## src/rtl/ssrseq_pkg.sv

```systemverilog
package ssrseq_pkg;

  localparam logic       CMD_TICK  = 1'b0;
  localparam logic       CMD_RAMP  = 1'b1;
  localparam logic [3:0] COIL_STOP = 4'hF;
  localparam logic [7:0] SPEED_MAX = 8'hFF;

  typedef enum logic [3:0] {
    DP_NOP,
    DP_LOAD,
    DP_DIV_CUR,
    DP_DIV_TGT,
    DP_DIV_NEW,
    DP_TICK_CLR,
    DP_TICK_STEP,
    DP_STOP,
    DP_SET_TGT,
    DP_OUT
  } dp_op_t;

  typedef enum logic [1:0] {
    DEST_CUR,
    DEST_TGT,
    DEST_SPD
  } div_dest_t;

  typedef struct packed {
    dp_op_t op;
  } dp_cmd_t;

  typedef struct packed {
    logic is_tick;
    logic speed_zero;
    logic no_change;
    logic tgt_zero;
    logic same_dir;
    logic per_eq;
    logic cur_below_scale;
    logic new_p_zero;
    logic div_done;
  } dp_sts_t;

  // Coil bits a..d are bits 0..3; each phase sets one bit and clears another.
  function automatic logic [3:0] set_mask(input logic [1:0] ph);
    logic [3:0] m;
    case (ph)
      2'd0:    m = 4'h2;
      2'd1:    m = 4'h1;
      2'd2:    m = 4'h8;
      2'd3:    m = 4'h4;
      default: m = 4'h0;
    endcase
    return m;
  endfunction

  function automatic logic [3:0] clr_mask(input logic [1:0] ph);
    logic [3:0] m;
    case (ph)
      2'd0:    m = 4'h8;
      2'd1:    m = 4'h4;
      2'd2:    m = 4'h2;
      2'd3:    m = 4'h1;
      default: m = 4'h0;
    endcase
    return m;
  endfunction

endpackage

```

## src/rtl/stepper_speed_ramp_sequencer_top.sv

```systemverilog
// A ramp request needs up to three divisions on the shared one-bit-per-cycle divider,
// which works on DW bits, DW being the bit count of PERIOD_SCALE + 1 (at least 8).
// Only one request is handled at a time; the next is taken once the last has been
// handed to the output register, which waits while an earlier result is still held.
// Reset (synchronous, rst_n low): speed 0, forward, count 0, phase 0, coils all high.
module stepper_speed_ramp_sequencer_top import ssrseq_pkg::*; #(
  parameter int PERIOD_SCALE = 1500
) (
  input  logic       clk,
  input  logic       rst_n,
  input  logic       in_valid,
  output logic       in_ready,
  input  logic       in_command,
  input  logic [7:0] in_target_speed,
  input  logic       in_target_direction,
  output logic       out_valid,
  input  logic       out_ready,
  output logic [3:0] out_coil_pattern,
  output logic [7:0] out_speed_now,
  output logic       out_direction_now,
  output logic       out_still_changing
);

  // Periods reach PERIOD_SCALE + 1; the divisor must also hold an 8-bit speed.
  localparam int PW_RAW = $clog2(PERIOD_SCALE + 2);
  localparam int DW     = (PW_RAW > 8) ? PW_RAW : 8;

  dp_cmd_t cmd;
  dp_sts_t sts;

  // Sequence each request: latch it, run the divisions it needs, then
  // hand the result to the output register.
  ssrseq_ctrl u_ctrl (
    .clk       (clk),
    .rst_n     (rst_n),
    .in_valid  (in_valid),
    .in_ready  (in_ready),
    .out_valid (out_valid),
    .out_ready (out_ready),
    .sts       (sts),
    .cmd       (cmd)
  );

  // Motor state, period registers, the shared divider and the output register.
  ssrseq_dp #(
    .PERIOD_SCALE (PERIOD_SCALE),
    .DW           (DW)
  ) u_dp (
    .clk                 (clk),
    .rst_n               (rst_n),
    .in_command          (in_command),
    .in_target_speed     (in_target_speed),
    .in_target_direction (in_target_direction),
    .cmd                 (cmd),
    .sts                 (sts),
    .out_coil_pattern    (out_coil_pattern),
    .out_speed_now       (out_speed_now),
    .out_direction_now   (out_direction_now),
    .out_still_changing  (out_still_changing)
  );

endmodule

```

## src/rtl/ssrseq_dp.sv

```systemverilog
module ssrseq_dp import ssrseq_pkg::*; #(
  parameter int PERIOD_SCALE = 1500,
  parameter int DW           = 11
) (
  input  logic       clk,
  input  logic       rst_n,
  input  logic       in_command,
  input  logic [7:0] in_target_speed,
  input  logic       in_target_direction,
  input  dp_cmd_t    cmd,
  output dp_sts_t    sts,
  output logic [3:0] out_coil_pattern,
  output logic [7:0] out_speed_now,
  output logic       out_direction_now,
  output logic       out_still_changing
);

  localparam int CW = $clog2(DW);

  logic          cmd_r, cmd_nxt;
  logic [7:0]    tgt_r, tgt_nxt;
  logic          tdir_r, tdir_nxt;
  logic [7:0]    speed_r, speed_nxt;
  logic          dir_r, dir_nxt;
  logic [DW-1:0] tick_r, tick_nxt;
  logic [1:0]    phase_r, phase_nxt;
  logic [3:0]    coil_r, coil_nxt;
  logic [DW-1:0] cur_p_r, cur_p_nxt;
  logic [DW-1:0] tgt_p_r, tgt_p_nxt;
  logic [DW-1:0] d_r, d_nxt;
  logic [DW-1:0] rem_r, rem_nxt;
  logic [DW-1:0] q_r, q_nxt;
  logic [DW-1:0] n_r, n_nxt;
  logic [CW-1:0] cnt_r, cnt_nxt;
  logic          busy_r, busy_nxt;
  logic          done_r, done_nxt;
  div_dest_t     dest_r, dest_nxt;
  logic [3:0]    oc_r, oc_nxt;
  logic [7:0]    os_r, os_nxt;
  logic          od_r, od_nxt;
  logic          och_r, och_nxt;

  logic [DW-1:0] speed_div;
  logic          new_up;
  logic [DW-1:0] new_p;
  logic [DW-1:0] period;
  logic [DW-1:0] tick_inc;
  logic [1:0]    phase_step;
  logic [DW:0]   trial;
  logic [DW:0]   diff;
  logic          ge;
  logic [DW-1:0] q_step;
  logic [7:0]    q_sat;

  assign speed_div  = (speed_r == 8'd0) ? DW'(1) : DW'(speed_r);
  assign new_up     = (dir_r != tdir_r) || (cur_p_r < tgt_p_r);
  assign new_p      = new_up ? (cur_p_r + DW'(1)) : (cur_p_r - DW'(1));
  assign period     = (cur_p_r == '0) ? DW'(1) : cur_p_r;
  assign tick_inc   = tick_r + DW'(1);
  assign phase_step = dir_r ? (phase_r - 2'd1) : (phase_r + 2'd1);

  // One restoring-division step per cycle, dividend bits taken MSB first.
  assign trial  = {rem_r, n_r[DW-1]};
  assign ge     = (trial >= {1'b0, d_r});
  assign diff   = trial - {1'b0, d_r};
  assign q_step = {q_r[DW-2:0], ge};
  assign q_sat  = (q_step > DW'(SPEED_MAX)) ? SPEED_MAX : q_step[7:0];

  always_comb begin
    sts.is_tick         = (cmd_r == CMD_TICK);
    sts.speed_zero      = (speed_r == 8'd0);
    sts.no_change       = (speed_r == tgt_r) && (dir_r == tdir_r);
    sts.tgt_zero        = (tgt_r == 8'd0);
    sts.same_dir        = (dir_r == tdir_r);
    sts.per_eq          = (cur_p_r == tgt_p_r);
    sts.cur_below_scale = (cur_p_r < DW'(PERIOD_SCALE));
    sts.new_p_zero      = (new_p == '0);
    sts.div_done        = done_r;
  end

  always_comb begin
    cmd_nxt   = cmd_r;
    tgt_nxt   = tgt_r;
    tdir_nxt  = tdir_r;
    speed_nxt = speed_r;
    dir_nxt   = dir_r;
    tick_nxt  = tick_r;
    phase_nxt = phase_r;
    coil_nxt  = coil_r;
    cur_p_nxt = cur_p_r;
    tgt_p_nxt = tgt_p_r;
    d_nxt     = d_r;
    rem_nxt   = rem_r;
    q_nxt     = q_r;
    n_nxt     = n_r;
    cnt_nxt   = cnt_r;
    busy_nxt  = busy_r;
    done_nxt  = 1'b0;
    dest_nxt  = dest_r;
    oc_nxt    = oc_r;
    os_nxt    = os_r;
    od_nxt    = od_r;
    och_nxt   = och_r;

    if (busy_r) begin
      rem_nxt = ge ? diff[DW-1:0] : trial[DW-1:0];
      q_nxt   = q_step;
      n_nxt   = {n_r[DW-2:0], 1'b0};
      cnt_nxt = cnt_r - CW'(1);
      if (cnt_r == '0) begin
        busy_nxt = 1'b0;
        done_nxt = 1'b1;
        case (dest_r)
          DEST_CUR: cur_p_nxt = q_step;
          DEST_TGT: tgt_p_nxt = q_step;
          DEST_SPD: speed_nxt = q_sat;
          default:  cur_p_nxt = q_step;
        endcase
      end
    end

    case (cmd.op)
      DP_LOAD: begin
        cmd_nxt  = in_command;
        tgt_nxt  = in_target_speed;
        tdir_nxt = in_target_direction;
      end
      DP_DIV_CUR, DP_DIV_TGT, DP_DIV_NEW: begin
        rem_nxt  = '0;
        q_nxt    = '0;
        n_nxt    = DW'(PERIOD_SCALE);
        cnt_nxt  = CW'(DW - 1);
        busy_nxt = 1'b1;
        if (cmd.op == DP_DIV_CUR) begin
          d_nxt    = speed_div;
          dest_nxt = DEST_CUR;
        end else if (cmd.op == DP_DIV_TGT) begin
          d_nxt    = DW'(tgt_r);
          dest_nxt = DEST_TGT;
        end else begin
          d_nxt    = new_p;
          dest_nxt = DEST_SPD;
        end
      end
      DP_TICK_CLR: tick_nxt = '0;
      DP_TICK_STEP: begin
        if (tick_inc < period) begin
          tick_nxt = tick_inc;
        end else begin
          tick_nxt  = '0;
          phase_nxt = phase_step;
          coil_nxt  = (coil_r & ~clr_mask(phase_step)) | set_mask(phase_step);
        end
      end
      DP_STOP: begin
        speed_nxt = 8'd0;
        coil_nxt  = COIL_STOP;
        tick_nxt  = '0;
        dir_nxt   = tdir_r;
      end
      DP_SET_TGT: speed_nxt = tgt_r;
      DP_OUT: begin
        oc_nxt  = coil_r;
        os_nxt  = speed_r;
        od_nxt  = dir_r;
        och_nxt = (speed_r != tgt_r) || (dir_r != tdir_r);
      end
      default: ;
    endcase
  end

  always_ff @(posedge clk) begin
    if (!rst_n) begin
      speed_r <= 8'd0;
      dir_r   <= 1'b0;
      tick_r  <= '0;
      phase_r <= 2'd0;
      coil_r  <= COIL_STOP;
      busy_r  <= 1'b0;
      done_r  <= 1'b0;
    end else begin
      speed_r <= speed_nxt;
      dir_r   <= dir_nxt;
      tick_r  <= tick_nxt;
      phase_r <= phase_nxt;
      coil_r  <= coil_nxt;
      busy_r  <= busy_nxt;
      done_r  <= done_nxt;
    end
  end

  always_ff @(posedge clk) begin
    cmd_r   <= cmd_nxt;
    tgt_r   <= tgt_nxt;
    tdir_r  <= tdir_nxt;
    cur_p_r <= cur_p_nxt;
    tgt_p_r <= tgt_p_nxt;
    d_r     <= d_nxt;
    rem_r   <= rem_nxt;
    q_r     <= q_nxt;
    n_r     <= n_nxt;
    cnt_r   <= cnt_nxt;
    dest_r  <= dest_nxt;
    oc_r    <= oc_nxt;
    os_r    <= os_nxt;
    od_r    <= od_nxt;
    och_r   <= och_nxt;
  end

  assign out_coil_pattern   = oc_r;
  assign out_speed_now      = os_r;
  assign out_direction_now  = od_r;
  assign out_still_changing = och_r;

endmodule

```

## src/rtl/ssrseq_ctrl.sv

```systemverilog
module ssrseq_ctrl import ssrseq_pkg::*; (
  input  logic    clk,
  input  logic    rst_n,
  input  logic    in_valid,
  output logic    in_ready,
  output logic    out_valid,
  input  logic    out_ready,
  input  dp_sts_t sts,
  output dp_cmd_t cmd
);

  typedef enum logic [2:0] {
    S_IDLE,
    S_DECIDE,
    S_WAIT_CUR,
    S_WAIT_TGT,
    S_WAIT_NEW,
    S_OUTPUT
  } state_t;

  state_t state_r, state_nxt;
  logic   in_ready_r, out_valid_r, out_valid_nxt;

  always_comb begin
    state_nxt     = state_r;
    cmd.op        = DP_NOP;
    out_valid_nxt = out_valid_r && !out_ready;
    case (state_r)
      S_IDLE: begin
        if (in_valid && in_ready_r) begin
          cmd.op    = DP_LOAD;
          state_nxt = S_DECIDE;
        end
      end
      S_DECIDE: begin
        if (sts.is_tick) begin
          if (sts.speed_zero) begin
            cmd.op    = DP_TICK_CLR;
            state_nxt = S_OUTPUT;
          end else begin
            cmd.op    = DP_DIV_CUR;
            state_nxt = S_WAIT_CUR;
          end
        end else if (sts.no_change) begin
          state_nxt = S_OUTPUT;
        end else if (sts.tgt_zero) begin
          cmd.op    = DP_STOP;
          state_nxt = S_OUTPUT;
        end else begin
          cmd.op    = DP_DIV_CUR;
          state_nxt = S_WAIT_CUR;
        end
      end
      S_WAIT_CUR: begin
        if (sts.div_done) begin
          if (sts.is_tick) begin
            cmd.op    = DP_TICK_STEP;
            state_nxt = S_OUTPUT;
          end else if (sts.same_dir) begin
            cmd.op    = DP_DIV_TGT;
            state_nxt = S_WAIT_TGT;
          end else if (sts.cur_below_scale) begin
            cmd.op    = DP_DIV_NEW;
            state_nxt = S_WAIT_NEW;
          end else begin
            cmd.op    = DP_STOP;
            state_nxt = S_OUTPUT;
          end
        end
      end
      S_WAIT_TGT: begin
        if (sts.div_done) begin
          if (sts.per_eq || sts.new_p_zero) begin
            cmd.op    = DP_SET_TGT;
            state_nxt = S_OUTPUT;
          end else begin
            cmd.op    = DP_DIV_NEW;
            state_nxt = S_WAIT_NEW;
          end
        end
      end
      S_WAIT_NEW: begin
        if (sts.div_done) begin
          state_nxt = S_OUTPUT;
        end
      end
      S_OUTPUT: begin
        if (!out_valid_r || out_ready) begin
          cmd.op        = DP_OUT;
          out_valid_nxt = 1'b1;
          state_nxt     = S_IDLE;
        end
      end
      default: state_nxt = S_IDLE;
    endcase
  end

  always_ff @(posedge clk) begin
    if (!rst_n) begin
      state_r     <= S_IDLE;
      in_ready_r  <= 1'b1;
      out_valid_r <= 1'b0;
    end else begin
      state_r     <= state_nxt;
      in_ready_r  <= (state_nxt == S_IDLE);
      out_valid_r <= out_valid_nxt;
    end
  end

  assign in_ready  = in_ready_r;
  assign out_valid = out_valid_r;

endmodule

```

## config.mk

```make
export PLATFORM = sky130hd
export DESIGN_NAME = stepper_speed_ramp_sequencer_top
export DESIGN_NICKNAME = d
export VERILOG_FILES = /design/src/rtl/ssrseq_pkg.sv /design/src/rtl/stepper_speed_ramp_sequencer_top.sv /design/src/rtl/ssrseq_dp.sv /design/src/rtl/ssrseq_ctrl.sv
export SDC_FILE = /design/constraint.sdc
export NUM_CORES = 1
export LEC_CHECK = 0
export ABC_AREA = 1
export ABC_CLOCK_PERIOD_IN_PS = 4950
export BUFFER_PORTS_ARGS = -buffer_cell sky130_fd_sc_hd__buf_4
export CELL_PAD_IN_SITES_DETAIL_PLACEMENT = 0
export CELL_PAD_IN_SITES_GLOBAL_PLACEMENT = 2
export CORE_UTILIZATION = 40
export DETAILED_ROUTE_END_ITERATION = 10
export PLACE_DENSITY = 0.87
export SYNTH_ARGS = -nofsm -noshare
export SYNTH_HDL_FRONTEND = slang
export SYNTH_SLANG_ARGS = --single-unit
```

## constraint.sdc

```tcl
create_clock -name clk -period 4.95 [get_ports clk]
set_input_delay 0.99 -clock clk [delete_from_list [all_inputs] [get_ports clk]]
set_output_delay 0.99 -clock clk [all_outputs]
set_load 0.01 [all_outputs]
```

-- After elaboration in Yosys (flattened, before gate mapping)
Index checks and enable logic that the tools add are counted.
- register bits after elaboration: 126
- bits of input ports: 14
- output and inout bits: 16
- add/subtract/negate cells: 7
- magnitude comparators: 5
- equality and inequality tests: 25
- muxes and demuxes: 56
- bitwise logic cells: 5
- reductions and logical operators: 31
- operators by type and width (operator ; count):
    two-way mux 11 bit ; 6
    two-way mux 4 bit ; 13
    two-way mux 8 bit ; 5
    two-way mux 3 bit ; 13
    one-hot mux 4 bit (4 select lines) ; 2
    adder 11 x 1 -> 11 bit, second input constant ; 2
    zero test 11 bit ; 2
    less-than comparator 11 bit ; 2
    one-hot mux 11 bit (2 select lines) ; 1
    one-hot mux 4 bit (5 select lines) ; 1
    one-hot mux 3 bit (6 select lines) ; 1
    == test 4 x 3 -> 1 bit, second input constant ; 4
    zero test 8 bit ; 2
    one-hot mux 8 bit (2 select lines) ; 1
    greater-or-equal comparator 12 x 11 -> 1 bit ; 1
    == test 11 bit ; 1
    > comparator 11 x 8 -> 1 bit, second input constant ; 1
    less-than comparator 11 bit, second input constant ; 1
    subtractor 11 x 1 -> 11 bit, second input constant ; 1
    subtractor 11 bit ; 1
    two-way mux 1 bit ; 9
    AND reduction 3 bit ; 3
    nonzero test 3 bit ; 3
    == test 4 x 2 -> 1 bit, second input constant ; 2
    other kinds (31) ; 51

-- Longest topological paths before layout
Gate-level depths: netlist of run 1.
- word-level depth: 15
- mapped depth: 30
- depth with buffers taken out: 29

-- Hierarchy
From an unflattened synthesis of run 1, not the netlist that was laid out.
- cell total of the unflattened synthesis: 902
- area total of the unflattened synthesis: 7129.3 um^2
- by module, submodules not included (module ; times used ; cells an instance ; area an instance (um^2) ; sequential area each (um^2)):
    ssrseq_dp ; 1 ; 821 ; 6668.9 ; 3012.9
    ssrseq_ctrl ; 1 ; 81 ; 460.4 ; 100.1

-- Least setup slack after synthesis of run 1
Ideal clock, no wire load.
- kind: flip-flop to flip-flop
- start: register u_dp.cur_p_r[10]
- end: register u_dp.d_r[0], enable pin
- data arrival time: 3.011 ns
- data required time: 4.642 ns
- path slack: 1.631 ns
- cell stages (with the launch flop): 23
- buffers on the path: 1
- clock period less this slack: 3.319 ns
- cell sequence: edfxtp_1 -> ha_1 -> nand2_1 -> nor2_1 -> nand3_1 -> nand3_1 -> nand2_1 -> inv_1 -> ha_1 -> nand3_1 -> nand3_2 -> nand2_1 -> nand2_1 -> nand3_1 -> nand3_1 -> nand3_1 -> nand2_1 -> nand2_1 -> nand3_2 -> nand2_4 -> nand4_2 -> nand2_4 -> buf_6
- longest elaborated chain between the ends: 10
- elaborated cells on any way between the ends: 20
- classes of those cells: add/sub: 2; order compare: 2; eq/ne: 4; mux: 8; reduce/logical: 4
- RTL lines (item ; RTL line ; source):
    start, declared ; ssrseq_dp.sv:28 ; logic [DW-1:0] cur_p_r, cur_p_nxt;
    start signal, assigned ; ssrseq_dp.sv:196 ; cur_p_r <= cur_p_nxt;
    less-than comparator 11 bit ; ssrseq_dp.sv:56 ; assign new_up = (dir_r != tdir_r) || (cur_p_r < tgt_p_r);
    logical OR 1 bit ; ssrseq_dp.sv:56 ;
    two-way mux 11 bit ; ssrseq_dp.sv:57 ; assign new_p = new_up ? (cur_p_r + DW'(1)) : (cur_p_r - DW'(1));
    zero test 11 bit ; ssrseq_dp.sv:77 ; sts.new_p_zero = (new_p == '0);
    logical OR 1 bit ; ssrseq_ctrl.sv:73 ; if (sts.per_eq || sts.new_p_zero) begin
    two-way mux 4 bit ; ssrseq_ctrl.sv:73 ;
    two-way mux 4 bit ; ssrseq_ctrl.sv:72 ; if (sts.div_done) begin
    one-hot mux 4 bit (5 select lines) * ; ssrseq_ctrl.sv:28 ; case (state_r)
    == test 4 x 3 -> 1 bit / == test 4 x 2 -> 1 bit (equally long branches) ; ssrseq_dp.sv:122 ; case (cmd.op)
    OR reduction 3 bit * ; ssrseq_dp.sv:122 ;
    end signal, assigned ; ssrseq_dp.sv:198 ; d_r <= d_nxt;
    end, declared ; ssrseq_dp.sv:30 ; logic [DW-1:0] d_r, d_nxt;
Mark *: on every way between the ends. The rest lies on a longest branch, timed or not.
A chain may end at the register's enable or synchronous reset.

-- Worst setup path in the final report of run 1
- start: register u_dp.cur_p_r[8]
- end: register u_dp.d_r[10], enable pin
Same word-level chain as after synthesis.

==> results.md, run 1 <==
- Min-delay worst type: reg2reg
- # placed instances: 1150
- First-pass GRT wire length: 28.06 mm
- Commonest cells post-synth: nand2_1, inv_1, nor2_1
- # DRC: 0
- Syn_area_per_cell: 7.911 µm²
- Comb pwr share: 0.292
- Ys async rst share: 0
- Part of the power in registers: 0.386
- Synth unique cells: 46
- Total congestion overflow: 0
- Die Y-Extent: 136.2 µm
- Yosys Warn Count: 0
- Most frequent cell after synthesis: nand2_1
- CTS Sinks: 126
- Mapped Cells: 911
- Max Slew Vio Count: 0
- Post-CTS setup buffers: 0
- IO Pins: 30
- Outcome: finished clean
- Rel. slew slack: 0.1853
- Synthesized cell area: 0.007207 mm²
- Worst Skew: 0.01407 ns
- Initial antenna violation count: 0
- Port buffer count: 29
- Worst EP arrival: 4.31 ns
- Wire per inst: 14.52 µm
- Setup TNS Final: 0 ns
- Max-cap violations: 0
- DR iter-0 viols: 343
- P_leak: 3.841 nW
- Hold Path Stages: 2
- Clock buffer count from CTS: 17
- Vias after detailed routing: 5786
- Final core occ: 0.4715
- # fillers: 1771
- PwrDens: 464.7 mW/mm²
- GPL Wtd Cong: 0.8305
- Clock Tree Buf Depth: 2
- Top_reg_cell synth: dfxtp_1
- Hold violation count in the final report: 0
- Area growth syn-to-layout: 13.94%
- Critical path peak fanout: 39
- Site row count: 48
- Required @ worst endpoint: 5.00 ns
- DIE AREA: 0.01856 mm²
- P_sw: 1.396 mW
- CTS Hold Bufs: 0
- Switch share: 0.3657
- CTS Root Cell: clkbuf_16
- Placed cell areas: 0.007621 mm²
- Vias per std cell: 4.895
- Post-synthesis sequential area ratio: 0.4319
- Number of synthesized flops with an enable pin: 59
- VDD IR max: 270.2 µV
- Maximum number of pins on one net before global-route repair: 40
- CTS tree: built
- Post-DP HPWL: 12.89 mm
- Final instance area: 0.008212 mm²
- Final hold slack: 0.4655 ns
- Core Box Area: 0.01742 mm²
- Storage cell area: 0.003113 mm²
- Crit end category: flip-flop
- Clk_lat worst skew: 0.42 ns
- Area leader, netlist: edfxtp_1
- Internal power: 2.420 mW
- Fmax: 234.5 MHz
- Clk slew on worst S/H paths: 0.07 ns
- Layout cell share with drive strength beyond 1: 0.1087
- Area taken by multi-input logic gates: 0.003427 mm²
- Clock power frac: 0.322
- Final wirelength: 17.16 mm
- Gr usage total: 0.1978
- H-tree depth: 4
- Finished Layout Cells: 1182
- RSZ-0062 raised after global routing: no
- Crit start category: flip-flop
- Area contributors post-synth: edfxtp_1, dfxtp_1, nand2_1, ha_1, inv_1
- Synth top area share: 0.2458
- Drt pass-1 iters: 4
- Final setup vio count: 0
- Mapped Nets: 973
- Number of synthesized register bits: 126
- Post-layout min period: 4.264 ns
- Initial Util: 0.4138
- R2R depth: 19
- Layout net count: 1006
- ANT nets after route: 0
- Die W: 136.2 µm
- Actual slew at the worst max-slew pin: 1.218 ns
- Diode count: 0
- Vias in the first global route: 5529
- Final period utilization: 0.8614
- Critical path class: reg2reg
- Post-CTS sizing: 0
[metrics by stage]
| stage | worst slack, ns | power, mW |
|---|---|---|
| 5_1_grt | 0.2239 | 4.084 |
| 3_3_place_gp | 0.7218 | 2.622 |
| 2_1_floorplan | 1.631 | 2.333 |
| 3_5_place_dp | 0.7131 | 2.607 |
| 6_report | 0.6860 | 3.816 |
| 4_1_cts | 0.7039 | 3.844 |
[state kept, by name, summed over array words and instances (netlist names), 8 cells and up]
name                count
u_dp.d_r               11
u_dp.tgt_p_r           11
u_dp.speed_r            8
u_dp.cur_p_r           11
u_dp.n_r                9
u_dp.q_r               10
u_dp.rem_r             11
u_dp.out_speed_now      8
u_dp.tgt_r              8
u_dp.tick_r            11
[per-layer routing]
layer	wire [µm]	GRT usage	vias to the layer above
li1	-	-	3065
met1	8670	0.2744	2633
met2	7727	0.3116	83
met3	647	0.03952	5
met4	112	0.05309	0
met5	0	0	-
[layout by cell type, fill, tap and decap left out, types with 2 or more instances in the layout]
master     Yosys  layout
fa_1           2       2
nand2_4        4       4
edfxtp_1      59      59
o221ai_1       7       7
o21ai_0       43      43
nand2_1      203     203
clkinv_4       0       4
o211ai_1       5       5
o21ai_1        9       9
o2111ai_1      3       3
inv_2          7       7
inv_8          0       4
nand3_1       49      49
clkbuf_16      0      18
xor2_1        16      16
ha_1          46      46
nand3b_1       6       6
nand4_1       23      23
xnor2_1        4       4
nand3_2        2       2
dfxtp_1       67      67
a21oi_2       11      11
nand2_2        7       7
nor4_1         5       5
buf_4          3      33
nor2_1       106     106
inv_1        140     140
a21oi_1       40      40
o21a_1         3       3
nor3_1         8       8
or2_2          2       2
inv_6          0       5
[power groups by stage]
stage / sequential, mW / combinational, mW / clock, mW
after floorplan: 1.45 / 0.885 / 0
after global placement: 1.50 / 1.12 / 0
after detailed placement: 1.49 / 1.11 / 0
after CTS: 1.47 / 1.12 / 1.25
after global routing: 1.50 / 1.29 / 1.29
final: 1.47 / 1.11 / 1.23
[critical path, stage by stage, from the launching register on]
cell	delay [ns]
edfxtp_1	0.50
ha_1	0.34
nand2_1	0.07
nor2_1	0.18
nand3_1	0.11
nand3_1	0.11
nand2_1	0.07
inv_1	0.26
ha_1	0.35
nand2_1	0.13
a21oi_1	0.05
a211oi_1	0.38
nand4_1	0.21
nand2_1	0.13
nor2_1	0.05
nand2_1	0.12
nand3_2	0.10
nand2_4	0.14
nand4_2	0.12
nand2_4	0.44
[cells by family (layout without fill, tap and decap cells)]
| kind of cell | count (synthesis) | in the layout | share of synthesized area |
|---|---|---|---|
| DFF | 126 | 126 | 0.4319 |
| adders and majority gates | 48 | 48 | 0.08542 |
| AOI/OAI and AO/OA | 129 | 129 | 0.1066 |
| buffers and inverters | 166 | 212 | 0.09253 |
| and+or+nand+nor | 421 | 421 | 0.2569 |
| xor gates and xnor gates | 21 | 21 | 0.02656 |
[layout make-up]
| type | instances | area share |
|---|---|---|
| Inverter | 147 | 0.06719 |
| Tap cell | 225 | 0.03428 |
| Clock buffer | 18 | 0.05485 |
| Sequential cell | 126 | 0.3791 |
| Timing Repair Buffer | 33 | 0.03017 |
| Multi-Input combinational cell | 619 | 0.4173 |
| Clock inverter | 14 | 0.01707 |
[path summary, 6_finish.rpt]
path / endpoint / from / slack, ns
max reg2reg: u_dp.d_r[10] / u_dp.cur_p_r[8] / 0.69
max: u_dp.d_r[10] / u_dp.cur_p_r[8] / 0.69
min reg2reg: u_dp.n_r[9] / u_dp.n_r[8] / 0.47
min: u_dp.n_r[9] / u_dp.n_r[8] / 0.47
No activity file was read; power rests on OpenSTA's default activity.
==> run 2: changes to the inputs <==
- CELL_PAD_IN_SITES_DETAIL_PLACEMENT: 0 -> unset
- CELL_PAD_IN_SITES_GLOBAL_PLACEMENT: 2 -> unset
- CORE_UTILIZATION: 40 -> 50
- PLACE_DENSITY: 0.87 -> 0.69
- SKIP_LAST_GASP: unset -> 1
==> results.md, run 2 (synthesis gave the netlist of run 1 again) <==
- Outcome: finished clean
- Max-cap violations: 0
- Gr usage total: 0.2340
- R2R depth: 21
- Rel. slew slack: 0.2848
- Vias after detailed routing: 5990
- Diode count: 0
- FF-to-FF End: u_dp.d_r[10]
- Power Total: 3.822 mW
- Die W: 122.1 µm
- Part of the power in registers: 0.387
- Core Box Area: 0.01399 mm²
- Initial antenna violation count: 0
- Worst Skew: 0.01190 ns
- Critical path peak fanout: 39
- Fmax: 248.7 MHz
- Comb pwr share: 0.292
- Clock Tree Buf Depth: 2
- Vias in the first global route: 5314
- CTS tree: built
- Die Y-Extent: 122.1 µm
- PwrDens: 469.7 mW/mm²
- Setup TNS Final: 0 ns
- Hold violation count in the final report: 0
- Storage cell area: 0.003113 mm²
- Total congestion overflow: 0
- CP delay by family, top: simple AND/OR/NAND/NOR gates
- Crit path launch: u_dp.cur_p_r[10]
- P_leak: 3.834 nW
- Switch share: 0.3684
- CTS Root Cell: clkbuf_16
- Final wirelength: 16.35 mm
- Crit start category: flip-flop
- Wire per inst: 14.40 µm
- Post-CTS sizing: 0
- Worst EP arrival: 4.08 ns
- Area taken by multi-input logic gates: 0.003427 mm²
- Vias per std cell: 5.278
- Post-CTS setup buffers: 0
- Most frequent cells in the layout: nand2_1, inv_1, nor2_1
- Internal power: 2.414 mW
- Worst R2R Start: u_dp.cur_p_r[10]
- ANT nets after route: 0
- VDD IR max: 371.7 µV
- GPL Wtd Cong: 0.9224
- H-tree depth: 4
- RSZ-0062 raised after global routing: no
- Final core occ: 0.5818
- First-pass GRT wire length: 26.45 mm
- CTS Sinks: 126
- Drt pass-1 iters: 5
- CP Cell Sequence: ha_1, nand2_1, nor2_1, nand3_1, nand3_1, nand2_1, inv_1, ha_1, nand3_1, nand3_2, nand2_1, nand2_1, nand3_1, nand3_1, nand3_1, nand2_1, nand2_1, nand3_2, nand2_4, nand4_2, nand2_4
- Layout cell share with drive strength beyond 1: 0.1068
- Clk slew on worst S/H paths: 0.07 ns
- Critical path class: reg2reg
- Post-layout min period: 4.022 ns
- Max stage delay on crit path: 0.46 ns
- Final setup vio count: 0
- Min-delay worst type: reg2reg
- Max Slew Vio Count: 0
- Most common cell after layout, fill and taps aside: nand2_1
- Layout net count: 1004
- Initial Util: 0.5152
- CP max stage cell: nand2_4
- Clock power frac: 0.321
- # fillers: 1281
- # DRC: 0
- DR iter-0 viols: 421
- IO Pins: 30
- Stages on worst setup path: 21
- Clk_lat worst skew: 0.43 ns
- Required @ worst endpoint: 5.01 ns
- Port buffer count: 29
- Area growth syn-to-layout: 12.92%
- Post-DP HPWL: 11.78 mm
- R2R Setup Slk: 0.93 ns
- P_sw: 1.408 mW
- Crit end category: flip-flop
- Critical path destination: u_dp.d_r[10]
- Final period utilization: 0.8124
- WP buf/inv: 1
- DIE AREA: 0.01490 mm²
- Clock buffer count from CTS: 17
- Site row count: 43
- Actual slew at the worst max-slew pin: 1.069 ns
- Maximum number of pins on one net before global-route repair: 40
- CTS Hold Bufs: 0
-- run 2: cell types whose count changed in the layout (fill, tap and decap cells not counted), sizes merged --
cell    previous run  this run
clkinv             5         3
inv              156       158
buf               33        31
-- run 2: how the worst min path moves through the flow --
stage               cells after the start            from                  endpoint
floorplan                               0     u_dp.q_r[0]           u_dp.cur_p_r[1]
global placement                        0     u_dp.q_r[0]           u_dp.tgt_p_r[1]
detailed placement                      0  u_dp.coil_r[3]  u_dp.out_coil_pattern[3]
CTS                                     0  u_dp.coil_r[3]  u_dp.out_coil_pattern[3]
global route                            0  u_dp.coil_r[3]  u_dp.out_coil_pattern[3]
finish                                  2     u_dp.n_r[8]               u_dp.n_r[9]
-- run 2: per-stage QoR --
stage / setup WS (ns) / cell area [µm²] / hold WS (ns) / cells
CTS: 0.9500 / 8138 / 0.4663 / 1135
detailed placement: 0.9805 / 7550 / 0.4516 / 1103
floorplan: 1.631 / 7207 / 0.4256 / 911
global route: 0.5363 / 8138 / 0.4826 / 1135
finish: 0.9285 / 8138 / 0.4648 / 1135
global placement: 1.063 / 7550 / 0.4459 / 1103
-- run 2: final cells by class --
type                            instances  share of cell area
Clock buffer                           18             0.05535
Clock inverter                         14             0.01691
Inverter                              147             0.06780
Multi-Input combinational cell        619              0.4211
Sequential cell                       126              0.3825
Timing Repair Buffer                   31             0.02860
Tap cell                              180             0.02768
-- run 2: tightest hold or removal path, stage by stage (launching register included) --
cell and delay (ns):
dfxtp_1 0.31, nand2_1 0.06, a21oi_1 0.05
-- run 2: power groups by stage --
stage / Sequential (mW) / Combinational (mW) / Clock [mW]
global placement: 1.50 / 1.09 / 0
detailed placement: 1.50 / 1.10 / 0
finish: 1.48 / 1.12 / 1.23
global route: 1.50 / 1.27 / 1.28
floorplan: 1.45 / 0.885 / 0
CTS: 1.48 / 1.11 / 1.24
-- run 2: metal layers --
layer | wire length [µm] | GRT usage | up-vias
met3 | 801 | 0.04401 | 22
met1 | 7853 | 0.3302 | 2732
met4 | 289 | 0.08537 | 0
met5 | 0 | 0 | -
met2 | 7402 | 0.3563 | 167
li1 | - | - | 3069
